[config.mk]
export PLATFORM = sky130hd
export DESIGN_NAME = yuv422_rgb565_to_bgra
export DESIGN_NICKNAME = d
export VERILOG_FILES = /design/src/hdl/yrb_pkg.sv /design/src/hdl/yuv422_rgb565_to_bgra.sv /design/src/hdl/yrb_chroma.sv /design/src/hdl/yrb_lane.sv /design/src/hdl/yrb_merge.sv
export SDC_FILE = /design/constraint.sdc
export NUM_CORES = 1
export LEC_CHECK = 0
export ABC_CLOCK_PERIOD_IN_PS = 8800
export BUFFER_PORTS_ARGS = -buffer_cell sky130_fd_sc_hd__buf_2
export CORE_MARGIN = 3
export CORE_UTILIZATION = 60
export DETAILED_ROUTE_END_ITERATION = 8
export PLACE_DENSITY = 0.8
export SYNTH_ARGS = -nofsm -noshare
export SYNTH_HDL_FRONTEND = slang
export SYNTH_HIERARCHICAL = 1
export SYNTH_SLANG_ARGS = --single-unit
[constraint.sdc]
create_clock -name clk -period 8.8 [get_ports clk]
set_clock_uncertainty 0.15 [all_clocks]
set_input_delay 1.76 -clock clk [delete_from_list [all_inputs] [get_ports clk]]
set_output_delay 1.76 -clock clk [all_outputs]
set_load 0.03 [all_outputs]
[src/hdl/yrb_pkg.sv]
// Shared constants, types and helper functions for the YUV 4:2:2 / RGB565 converter.
// Used by every module in the hdl folder; depends on nothing else.
`default_nettype none

package yrb_pkg;

  // Default number of fraction bits in the fixed-point chroma coefficients.
  localparam int CoefFracBitsDefault = 12;

  // BT.709 coefficients, scaled by ten thousand.
  localparam int CoefDenom = 10000;
  localparam int C10kBlueU  = 18556;
  localparam int C10kGreenU = 1873;
  localparam int C10kGreenV = 4681;
  localparam int C10kRedV   = 15748;

  // Chroma bytes are stored with this offset.
  localparam int ChromaOffset = 128;

  // Largest channel value.
  localparam int MaxChannel = 255;

  // RGB565 field masks.
  localparam logic [15:0] Rgb565BlueMask  = 16'h001F;
  localparam logic [15:0] Rgb565GreenMask = 16'h07E0;
  localparam logic [15:0] Rgb565RedMask   = 16'hF800;

  // Control that travels with a request from the chroma stage to the output stage.
  typedef struct packed {
    logic valid;
    logic rgb_mode;
  } stage_ctrl_t;

  // Rounds a coefficient given in ten-thousandths to frac fraction bits, half up.
  function automatic int fixed_coef(input int c10k, input int frac);
    return ((c10k << frac) + CoefDenom / 2) / CoefDenom;
  endfunction

  // RGB565 channel expansion: each field moves to the top of its byte.
  function automatic logic [7:0] rgb565_blue(input logic [15:0] word);
    logic [15:0] tmp;
    tmp = (word & Rgb565BlueMask) << 3;
    return tmp[7:0];
  endfunction

  function automatic logic [7:0] rgb565_green(input logic [15:0] word);
    logic [15:0] tmp;
    tmp = (word & Rgb565GreenMask) >> 3;
    return tmp[7:0];
  endfunction

  function automatic logic [7:0] rgb565_red(input logic [15:0] word);
    logic [15:0] tmp;
    tmp = (word & Rgb565RedMask) >> 8;
    return tmp[7:0];
  endfunction

endpackage

`default_nettype wire

[src/hdl/yuv422_rgb565_to_bgra.sv]
// Top level of the YUV 4:2:2 / RGB565 to blue-green-red pixel-pair converter.
// Depends on yrb_pkg, yrb_chroma, yrb_lane and yrb_merge.
`default_nettype none

// Each request is one camera word of four bytes and yields one result of two pixels.
// With pixel_format at 0 the bytes are Y1 U Y2 V and are converted with BT.709
// coefficients held in fixed point with COEF_FRACTION_BITS fraction bits; each
// channel is floored and clamped to 0..255. With pixel_format at 1 the bytes are two
// little-endian RGB565 pixels, each field shifted to the top of its byte. The block
// takes one request every clock while in_stall is low, and a result is presented from the
// output register: one register stage holds the chroma products, two lanes then form the
// pixels, and the output register holds the result while out_stall is high.
// Write pixel_format only while no request is in flight.

module yuv422_rgb565_to_bgra #(
  parameter int COEF_FRACTION_BITS = yrb_pkg::CoefFracBitsDefault
) (
  input  logic       clk,
  input  logic       rst,
  input  logic       cfg_write_en,
  input  logic       cfg_data,
  input  logic       in_valid,
  output logic       in_stall,
  input  logic [7:0] byte_zero,
  input  logic [7:0] byte_one,
  input  logic [7:0] byte_two,
  input  logic [7:0] byte_three,
  output logic       out_valid,
  input  logic       out_stall,
  output logic [7:0] first_blue,
  output logic [7:0] first_green,
  output logic [7:0] first_red,
  output logic [7:0] second_blue,
  output logic [7:0] second_green,
  output logic [7:0] second_red
);
  import yrb_pkg::*;

  localparam int ProdW = COEF_FRACTION_BITS + 12;

  logic                    pixel_format;
  logic                    down_ready;
  stage_ctrl_t             stage_ctrl;
  logic [7:0]              q_byte_zero;
  logic [7:0]              q_byte_one;
  logic [7:0]              q_byte_two;
  logic [7:0]              q_byte_three;
  logic signed [ProdW-1:0] prod_bu;
  logic signed [ProdW-1:0] prod_gu;
  logic signed [ProdW-1:0] prod_gv;
  logic signed [ProdW-1:0] prod_rv;
  logic [7:0]              lane0_blue;
  logic [7:0]              lane0_green;
  logic [7:0]              lane0_red;
  logic [7:0]              lane1_blue;
  logic [7:0]              lane1_green;
  logic [7:0]              lane1_red;

  // Format register.
  always_ff @(posedge clk) begin
    if (rst) begin
      pixel_format <= 1'b0;
    end else if (cfg_write_en) begin
      pixel_format <= cfg_data;
    end
  end

  // Shared chroma products.
  yrb_chroma #(
    .COEF_FRACTION_BITS(COEF_FRACTION_BITS)
  ) u_chroma (
    .clk          (clk),
    .rst          (rst),
    .in_valid     (in_valid),
    .in_stall     (in_stall),
    .byte_zero    (byte_zero),
    .byte_one     (byte_one),
    .byte_two     (byte_two),
    .byte_three   (byte_three),
    .pixel_format (pixel_format),
    .down_ready   (down_ready),
    .stage_ctrl   (stage_ctrl),
    .q_byte_zero  (q_byte_zero),
    .q_byte_one   (q_byte_one),
    .q_byte_two   (q_byte_two),
    .q_byte_three (q_byte_three),
    .prod_bu      (prod_bu),
    .prod_gu      (prod_gu),
    .prod_gv      (prod_gv),
    .prod_rv      (prod_rv)
  );

  // Lane for the first pixel.
  yrb_lane #(
    .COEF_FRACTION_BITS(COEF_FRACTION_BITS)
  ) u_lane0 (
    .luma    (q_byte_zero),
    .prod_bu (prod_bu),
    .prod_gu (prod_gu),
    .prod_gv (prod_gv),
    .prod_rv (prod_rv),
    .blue    (lane0_blue),
    .green   (lane0_green),
    .red     (lane0_red)
  );

  // Lane for the second pixel.
  yrb_lane #(
    .COEF_FRACTION_BITS(COEF_FRACTION_BITS)
  ) u_lane1 (
    .luma    (q_byte_two),
    .prod_bu (prod_bu),
    .prod_gu (prod_gu),
    .prod_gv (prod_gv),
    .prod_rv (prod_rv),
    .blue    (lane1_blue),
    .green   (lane1_green),
    .red     (lane1_red)
  );

  // Format selection and output register.
  yrb_merge u_merge (
    .clk          (clk),
    .rst          (rst),
    .stage_ctrl   (stage_ctrl),
    .up_ready     (down_ready),
    .q_byte_zero  (q_byte_zero),
    .q_byte_one   (q_byte_one),
    .q_byte_two   (q_byte_two),
    .q_byte_three (q_byte_three),
    .lane0_blue   (lane0_blue),
    .lane0_green  (lane0_green),
    .lane0_red    (lane0_red),
    .lane1_blue   (lane1_blue),
    .lane1_green  (lane1_green),
    .lane1_red    (lane1_red),
    .out_valid    (out_valid),
    .out_stall    (out_stall),
    .first_blue   (first_blue),
    .first_green  (first_green),
    .first_red    (first_red),
    .second_blue  (second_blue),
    .second_green (second_green),
    .second_red   (second_red)
  );

endmodule

`default_nettype wire

[src/hdl/yrb_chroma.sv]
// First pipeline stage: registers the input bytes and the four chroma products.
// Depends on yrb_pkg for coefficients and the stage control struct.
`default_nettype none

module yrb_chroma #(
  parameter int COEF_FRACTION_BITS = yrb_pkg::CoefFracBitsDefault
) (
  input  logic                    clk,
  input  logic                    rst,
  input  logic                    in_valid,
  output logic                    in_stall,
  input  logic [7:0]              byte_zero,
  input  logic [7:0]              byte_one,
  input  logic [7:0]              byte_two,
  input  logic [7:0]              byte_three,
  input  logic                    pixel_format,
  input  logic                    down_ready,
  output yrb_pkg::stage_ctrl_t    stage_ctrl,
  output logic [7:0]              q_byte_zero,
  output logic [7:0]              q_byte_one,
  output logic [7:0]              q_byte_two,
  output logic [7:0]              q_byte_three,
  output logic signed [COEF_FRACTION_BITS+11:0] prod_bu,
  output logic signed [COEF_FRACTION_BITS+11:0] prod_gu,
  output logic signed [COEF_FRACTION_BITS+11:0] prod_gv,
  output logic signed [COEF_FRACTION_BITS+11:0] prod_rv
);
  import yrb_pkg::*;

  localparam int CoefW = COEF_FRACTION_BITS + 2;
  localparam int ProdW = COEF_FRACTION_BITS + 12;

  localparam logic signed [CoefW-1:0] KBlueU =
    CoefW'(fixed_coef(C10kBlueU, COEF_FRACTION_BITS));
  localparam logic signed [CoefW-1:0] KGreenU =
    CoefW'(fixed_coef(C10kGreenU, COEF_FRACTION_BITS));
  localparam logic signed [CoefW-1:0] KGreenV =
    CoefW'(fixed_coef(C10kGreenV, COEF_FRACTION_BITS));
  localparam logic signed [CoefW-1:0] KRedV =
    CoefW'(fixed_coef(C10kRedV, COEF_FRACTION_BITS));

  logic              load;
  logic signed [8:0] u_diff;
  logic signed [8:0] v_diff;

  // The stage takes a new request whenever it is empty or its content moves on.
  assign in_stall = stage_ctrl.valid && !down_ready;
  assign load     = in_valid && !in_stall;

  // Remove the chroma offset.
  assign u_diff = $signed({1'b0, byte_one})   - $signed(9'(ChromaOffset));
  assign v_diff = $signed({1'b0, byte_three}) - $signed(9'(ChromaOffset));

  // Occupancy of the stage.
  always_ff @(posedge clk) begin
    if (rst) begin
      stage_ctrl.valid <= 1'b0;
    end else if (!in_stall) begin
      stage_ctrl.valid <= in_valid;
    end
  end

  // Payload: one multiplier per product, registered before use.
  always_ff @(posedge clk) begin
    if (load) begin
      stage_ctrl.rgb_mode <= pixel_format;
      q_byte_zero         <= byte_zero;
      q_byte_one          <= byte_one;
      q_byte_two          <= byte_two;
      q_byte_three        <= byte_three;
      prod_bu             <= ProdW'(KBlueU)  * ProdW'(u_diff);
      prod_gu             <= ProdW'(KGreenU) * ProdW'(u_diff);
      prod_gv             <= ProdW'(KGreenV) * ProdW'(v_diff);
      prod_rv             <= ProdW'(KRedV)   * ProdW'(v_diff);
    end
  end

  // A stall is only raised while the stage holds a request.
  a_stall_needs_content: assert property (@(posedge clk) disable iff (rst)
    in_stall |-> stage_ctrl.valid)
    else $error("stall raised while chroma stage is empty");

  // A held request keeps its products until the output stage takes it.
  a_hold_products: assert property (@(posedge clk) disable iff (rst)
    (stage_ctrl.valid && !down_ready) |=>
      (stage_ctrl.valid && $stable(prod_bu) && $stable(prod_rv)))
    else $error("chroma stage content changed while held");

endmodule

`default_nettype wire

[src/hdl/yrb_lane.sv]
// One pixel lane: adds or subtracts the chroma products from scaled luma and clamps each channel.
// Depends on yrb_pkg for the channel limit.
`default_nettype none

module yrb_lane #(
  parameter int COEF_FRACTION_BITS = yrb_pkg::CoefFracBitsDefault
) (
  input  logic [7:0]                            luma,
  input  logic signed [COEF_FRACTION_BITS+11:0] prod_bu,
  input  logic signed [COEF_FRACTION_BITS+11:0] prod_gu,
  input  logic signed [COEF_FRACTION_BITS+11:0] prod_gv,
  input  logic signed [COEF_FRACTION_BITS+11:0] prod_rv,
  output logic [7:0]                            blue,
  output logic [7:0]                            green,
  output logic [7:0]                            red
);
  import yrb_pkg::*;

  localparam int AccW = COEF_FRACTION_BITS + 12;
  localparam int QuoW = AccW - COEF_FRACTION_BITS;

  logic signed [AccW-1:0] base;
  logic signed [AccW-1:0] acc_b;
  logic signed [AccW-1:0] acc_g;
  logic signed [AccW-1:0] acc_r;

  // Floor to an integer and clamp to the channel range.
  function automatic logic [7:0] clamp_channel(input logic signed [AccW-1:0] acc);
    logic [QuoW-1:0] quo;
    quo = acc[AccW-1:COEF_FRACTION_BITS];
    if (acc <= 0) begin
      return 8'd0;
    end else if (quo >= QuoW'(MaxChannel)) begin
      return 8'(MaxChannel);
    end else begin
      return quo[7:0];
    end
  endfunction

  // Luma scaled by the coefficient unit.
  assign base = $signed({{(AccW - 8 - COEF_FRACTION_BITS){1'b0}}, luma,
                         {COEF_FRACTION_BITS{1'b0}}});

  assign acc_b = base + prod_bu;
  assign acc_g = base - prod_gu - prod_gv;
  assign acc_r = base + prod_rv;

  assign blue  = clamp_channel(acc_b);
  assign green = clamp_channel(acc_g);
  assign red   = clamp_channel(acc_r);

endmodule

`default_nettype wire

[src/hdl/yrb_merge.sv]
// Output stage: picks the YUV lane results or the RGB565 expansion and holds the result.
// Depends on yrb_pkg for the stage control struct and the RGB565 helpers.
`default_nettype none

module yrb_merge (
  input  logic                 clk,
  input  logic                 rst,
  input  yrb_pkg::stage_ctrl_t stage_ctrl,
  output logic                 up_ready,
  input  logic [7:0]           q_byte_zero,
  input  logic [7:0]           q_byte_one,
  input  logic [7:0]           q_byte_two,
  input  logic [7:0]           q_byte_three,
  input  logic [7:0]           lane0_blue,
  input  logic [7:0]           lane0_green,
  input  logic [7:0]           lane0_red,
  input  logic [7:0]           lane1_blue,
  input  logic [7:0]           lane1_green,
  input  logic [7:0]           lane1_red,
  output logic                 out_valid,
  input  logic                 out_stall,
  output logic [7:0]           first_blue,
  output logic [7:0]           first_green,
  output logic [7:0]           first_red,
  output logic [7:0]           second_blue,
  output logic [7:0]           second_green,
  output logic [7:0]           second_red
);
  import yrb_pkg::*;

  logic [15:0] word0;
  logic [15:0] word1;
  logic        load;

  // The output register is free when empty or when its request leaves this cycle.
  assign up_ready = !out_valid || !out_stall;
  assign load     = stage_ctrl.valid && up_ready;

  // Little-endian RGB565 pixels.
  assign word0 = {q_byte_one, q_byte_zero};
  assign word1 = {q_byte_three, q_byte_two};

  // Output occupancy.
  always_ff @(posedge clk) begin
    if (rst) begin
      out_valid <= 1'b0;
    end else if (up_ready) begin
      out_valid <= stage_ctrl.valid;
    end
  end

  // Result register, selected by the format captured with the request.
  always_ff @(posedge clk) begin
    if (load) begin
      if (stage_ctrl.rgb_mode) begin
        first_blue   <= rgb565_blue(word0);
        first_green  <= rgb565_green(word0);
        first_red    <= rgb565_red(word0);
        second_blue  <= rgb565_blue(word1);
        second_green <= rgb565_green(word1);
        second_red   <= rgb565_red(word1);
      end else begin
        first_blue   <= lane0_blue;
        first_green  <= lane0_green;
        first_red    <= lane0_red;
        second_blue  <= lane1_blue;
        second_green <= lane1_green;
        second_red   <= lane1_red;
      end
    end
  end

  // An RGB565 result has its low bits clear; checked on the first pixel and the second blue.
  a_rgb_low_bits: assert property (@(posedge clk) disable iff (rst)
    (load && stage_ctrl.rgb_mode) |=>
      (first_blue[2:0] == 3'd0 && first_red[2:0] == 3'd0 &&
       first_green[1:0] == 2'd0 && second_blue[2:0] == 3'd0))
    else $error("RGB565 expansion left low bits set");

  // With nothing arriving, a taken result leaves the register empty.
  a_drain: assert property (@(posedge clk) disable iff (rst)
    (out_valid && !out_stall && !stage_ctrl.valid) |=> !out_valid)
    else $error("output register kept a delivered result");

endmodule

`default_nettype wire

==> run metrics <==
status completed; Hold Crit Class reg -> reg; unrepaired setup endpoints after global routing false; row cnt 63; Seq cells post-synth between 150 and 200; HP Start pixel_format; Final Critical Period about 6200 ps; Slowest-stage cell, CP fa_1; period utilization 71.0%; Post-CTS Resized 0; DR vias approximately 13k; Power Density ~360 nW/µm²; Cell Chain, Critical Path buf_2 -> inv_1 -> fa_1 -> inv_1 -> fa_1 -> ha_1 -> inv_1 -> fa_1 -> inv_1 -> ha_1 -> ha_1 -> fa_1 -> a21o_1 -> a21o_1 -> a211oi_1 -> o22ai_1 -> a21oi_1 -> xnor2_1; postcts setup bufs 0; Die Wd around 180 µm; hold path endpoint u_chroma/stage_ctrl[0]; DR iter-0 viols 1,105; CP max stage delay roughly 660 ps; Worst Reg-to-Reg Cells 11; Post-synth EDFFs about 160; Starting Density 61.1%; clock slew at reported path FFs 70 ps; Least-Margin Pin Slew around 1300 ps; sequential-to-total area share from yosys stat a little over a quarter; Hold Path Depth 0; clk buf depth 2; Final setup viols 0; Avg Inst Size Synth between 10 and 15 µm²; Ports a little under 90; Mapped Nets 2,271; r2r setup slk between 4000 and 5000 ps; Worst EP required roughly 8800 ps; Critical Path AT 6280 ps; worst setup margin about 2600 ps; pin count of the biggest net entering global routing 57; fraction of layout cells with a size suffix above 1 10.7%; final setup TNS 0 ps; Netlist cell types 82; synth top area cells edfxtp_1 (26%), ha_1 (23%), fa_1 (12%); wire per inst 19.2 µm; Clk Latency, worst-skew pair between 400 and 500 ps; vias in the first global route around 13k; DRC 0; pre-CTS WS between 2000 and 2500 ps; Congestion Overflow GR 0; nets@finish 2,345; core area between 20,000 and 30,000 µm²; Yosys top cell area share between 20% and 30%; max_slew headroom between 10% and 20%; Port Buffers a little under 90; reg2reg end u_merge/first_green[2]; GRT Total Usage ~27%; Synth Instances 1,779; Detailed Route WL roughly 43,000 µm; ant diodes 0; Async SR Flop Fraction 0%; clock root buffer clkbuf_16; Vias/cell 5.92; Hold WS approximately 300 ps; crit path max fanout 5; largest area contributor in the netlist edfxtp_1; startpoint types primary input; endpoints failing hold 0; global-route wire length before repair 70,200 µm; H-tree levels 4; peak supply drop 185 µV; Main synth FF type edfxtp_1; Pleak 9.39 nW; Routed Antenna Nets 0; dpl hpwl ~35,000 µm; CTS buffer count 17; Die Y about 180 µm; Synth Warn # 6; critical path class in -> reg; CTS Hold Buffers Added 0; initial antenna violation count 2; Max Cap Viol 0; Max Fclk 160 MHz; Placer Congestion a little under 1; Post-Syn Area around 18,000 µm²; CP startpoint byte_one[0]; fin. max-slew vios 0; clock sink count 160; Layout area overhead 7.06%; Die ar. 32,400 µm²; crit end category register; DR pass1 iterations 5; CTS tree yes; worst r2r src u_chroma/q_byte_zero[1]
[how the worst max path moves through the flow]
stage | slack (ps) | cells past startpoint | end
floorplan | 1260 | 3 | u_chroma/prod_bu[10]
global placement | 2240 | 18 | u_chroma/prod_gu[19]
detailed placement | 2120 | 18 | u_chroma/prod_gu[19]
CTS | 2570 | 18 | u_chroma/prod_gu[19]
global route | 2380 | 18 | u_chroma/prod_gu[19]
finish | 2550 | 18 | u_chroma/prod_gu[19]
[synthesized netlist by cell type (8+ instances only)]
library cell and instances:
buf_4 22, o21ai_1 13, fa_1 113, o21bai_1 9, o21a_1 22, o21ai_0 50
nand2_1 69, nor2_1 81, a31oi_1 15, nand2b_1 11, and3_1 8, a211oi_1 22
a21oi_2 14, nand4_1 12, mux2i_1 8, nand3_1 32, xnor2_1 58, mux2_2 28
nor3_1 19, xor2_1 45, edfxtp_1 157, nor4_1 16, a21oi_1 119, nor2b_1 30
inv_1 300, a21o_1 43, o211ai_1 10, ha_1 341
[metrics by stage]
step / std cells / utilization (%) / cell area (µm²) / power (mW)
2_1_floorplan: 1779 / - / 18200 / 5.05
5_1_grt: 2256 / 65.4 / 19400 / 7.60
6_report: 2256 / 65.4 / 19400 / 6.96
3_3_place_gp: 2224 / 63.4 / 18900 / 5.99
3_5_place_dp: 2224 / 63.4 / 18900 / 6.11
4_1_cts: 2256 / 65.4 / 19400 / 6.92
[routing by layer]
| metal | vias up | wire length, µm | GRT usage [%] |
|---|---|---|---|
| li1 | 6364 | - | - |
| met2 | 454 | 20300 | 44.1 |
| met4 | 4 | 1400 | 9.65 |
| met1 | 6440 | 19300 | 36.5 |
| met5 | - | 33 | 0 |
| met3 | 94 | 2440 | 4.84 |
[report_power, final]
group / switching [mW] / total, mW / internal, mW
Combinational: 2.89 / 4.86 / 1.97
Sequential: 0.157 / 1.34 / 1.19
Clock: 0.337 / 0.760 / 0.423
Total: 3.39 / 6.96 / 3.58
[worst max-delay path, delay by kind of cell]
kind            cells  cell delay, ps
xor+xnor            1              90
buf+inv             5             420
fa+ha+maj           7            2890
compound gates      5            1090
[state kept, by name, indices dropped and copies added (netlist names), 19 cells and up]
signal and count:
u_chroma/prod_bu 19, u_chroma/prod_gu 19, u_chroma/prod_gv 19, u_chroma/prod_rv 19
[final cells by class]
type	instances	area, µm²
multi-input cells	1284	12000
fillers	2302	10300
flip-flops and latches	160	4770
inverters	300	1130
well taps	390	488
repair buffers	90	458
clock buffers	18	429
clock inverters	14	154
[layout by cell type, fill, tap and decap left out, types with 6 or more instances in the layout]
cell type | Yosys | routed
a21o_1 | 43 | 43
a21oi_2 | 14 | 14
nor2b_1 | 30 | 29
clkbuf_16 | 0 | 17
edfxtp_1 | 157 | 157
or2_2 | 7 | 7
xor2_1 | 45 | 45
o211ai_1 | 10 | 10
nor4_1 | 16 | 16
or3_1 | 6 | 6
xnor2_1 | 58 | 58
or4_1 | 6 | 6
a31oi_1 | 15 | 15
o21bai_1 | 9 | 9
nor2_1 | 81 | 81
a21oi_1 | 119 | 119
nand2_1 | 69 | 69
fa_1 | 113 | 113
mux2i_1 | 8 | 8
nand3_1 | 32 | 32
o21ai_0 | 50 | 50
nor3_1 | 19 | 19
nand2b_1 | 11 | 11
a211oi_1 | 22 | 22
o21ai_1 | 13 | 13
ha_1 | 341 | 341
buf_2 | 3 | 87
and3_1 | 8 | 8
mux2_2 | 28 | 28
nand4_1 | 12 | 12
o21a_1 | 22 | 22
inv_1 | 300 | 300
[cell families (layout without fill, tap and decap cells)]
kind of cell	after synthesis	count (layout)	synth area share, %
compound gates	371	371	13.9
xor+xnor	103	103	4.97
fa+ha+maj	454	454	36.0
buf+inv	335	422	7.61
flops	160	160	26.3
mux	40	40	2.51
other cells	1	1	0.0207
simple gates	315	315	8.75
No activity file was read; power rests on OpenSTA's default activity.
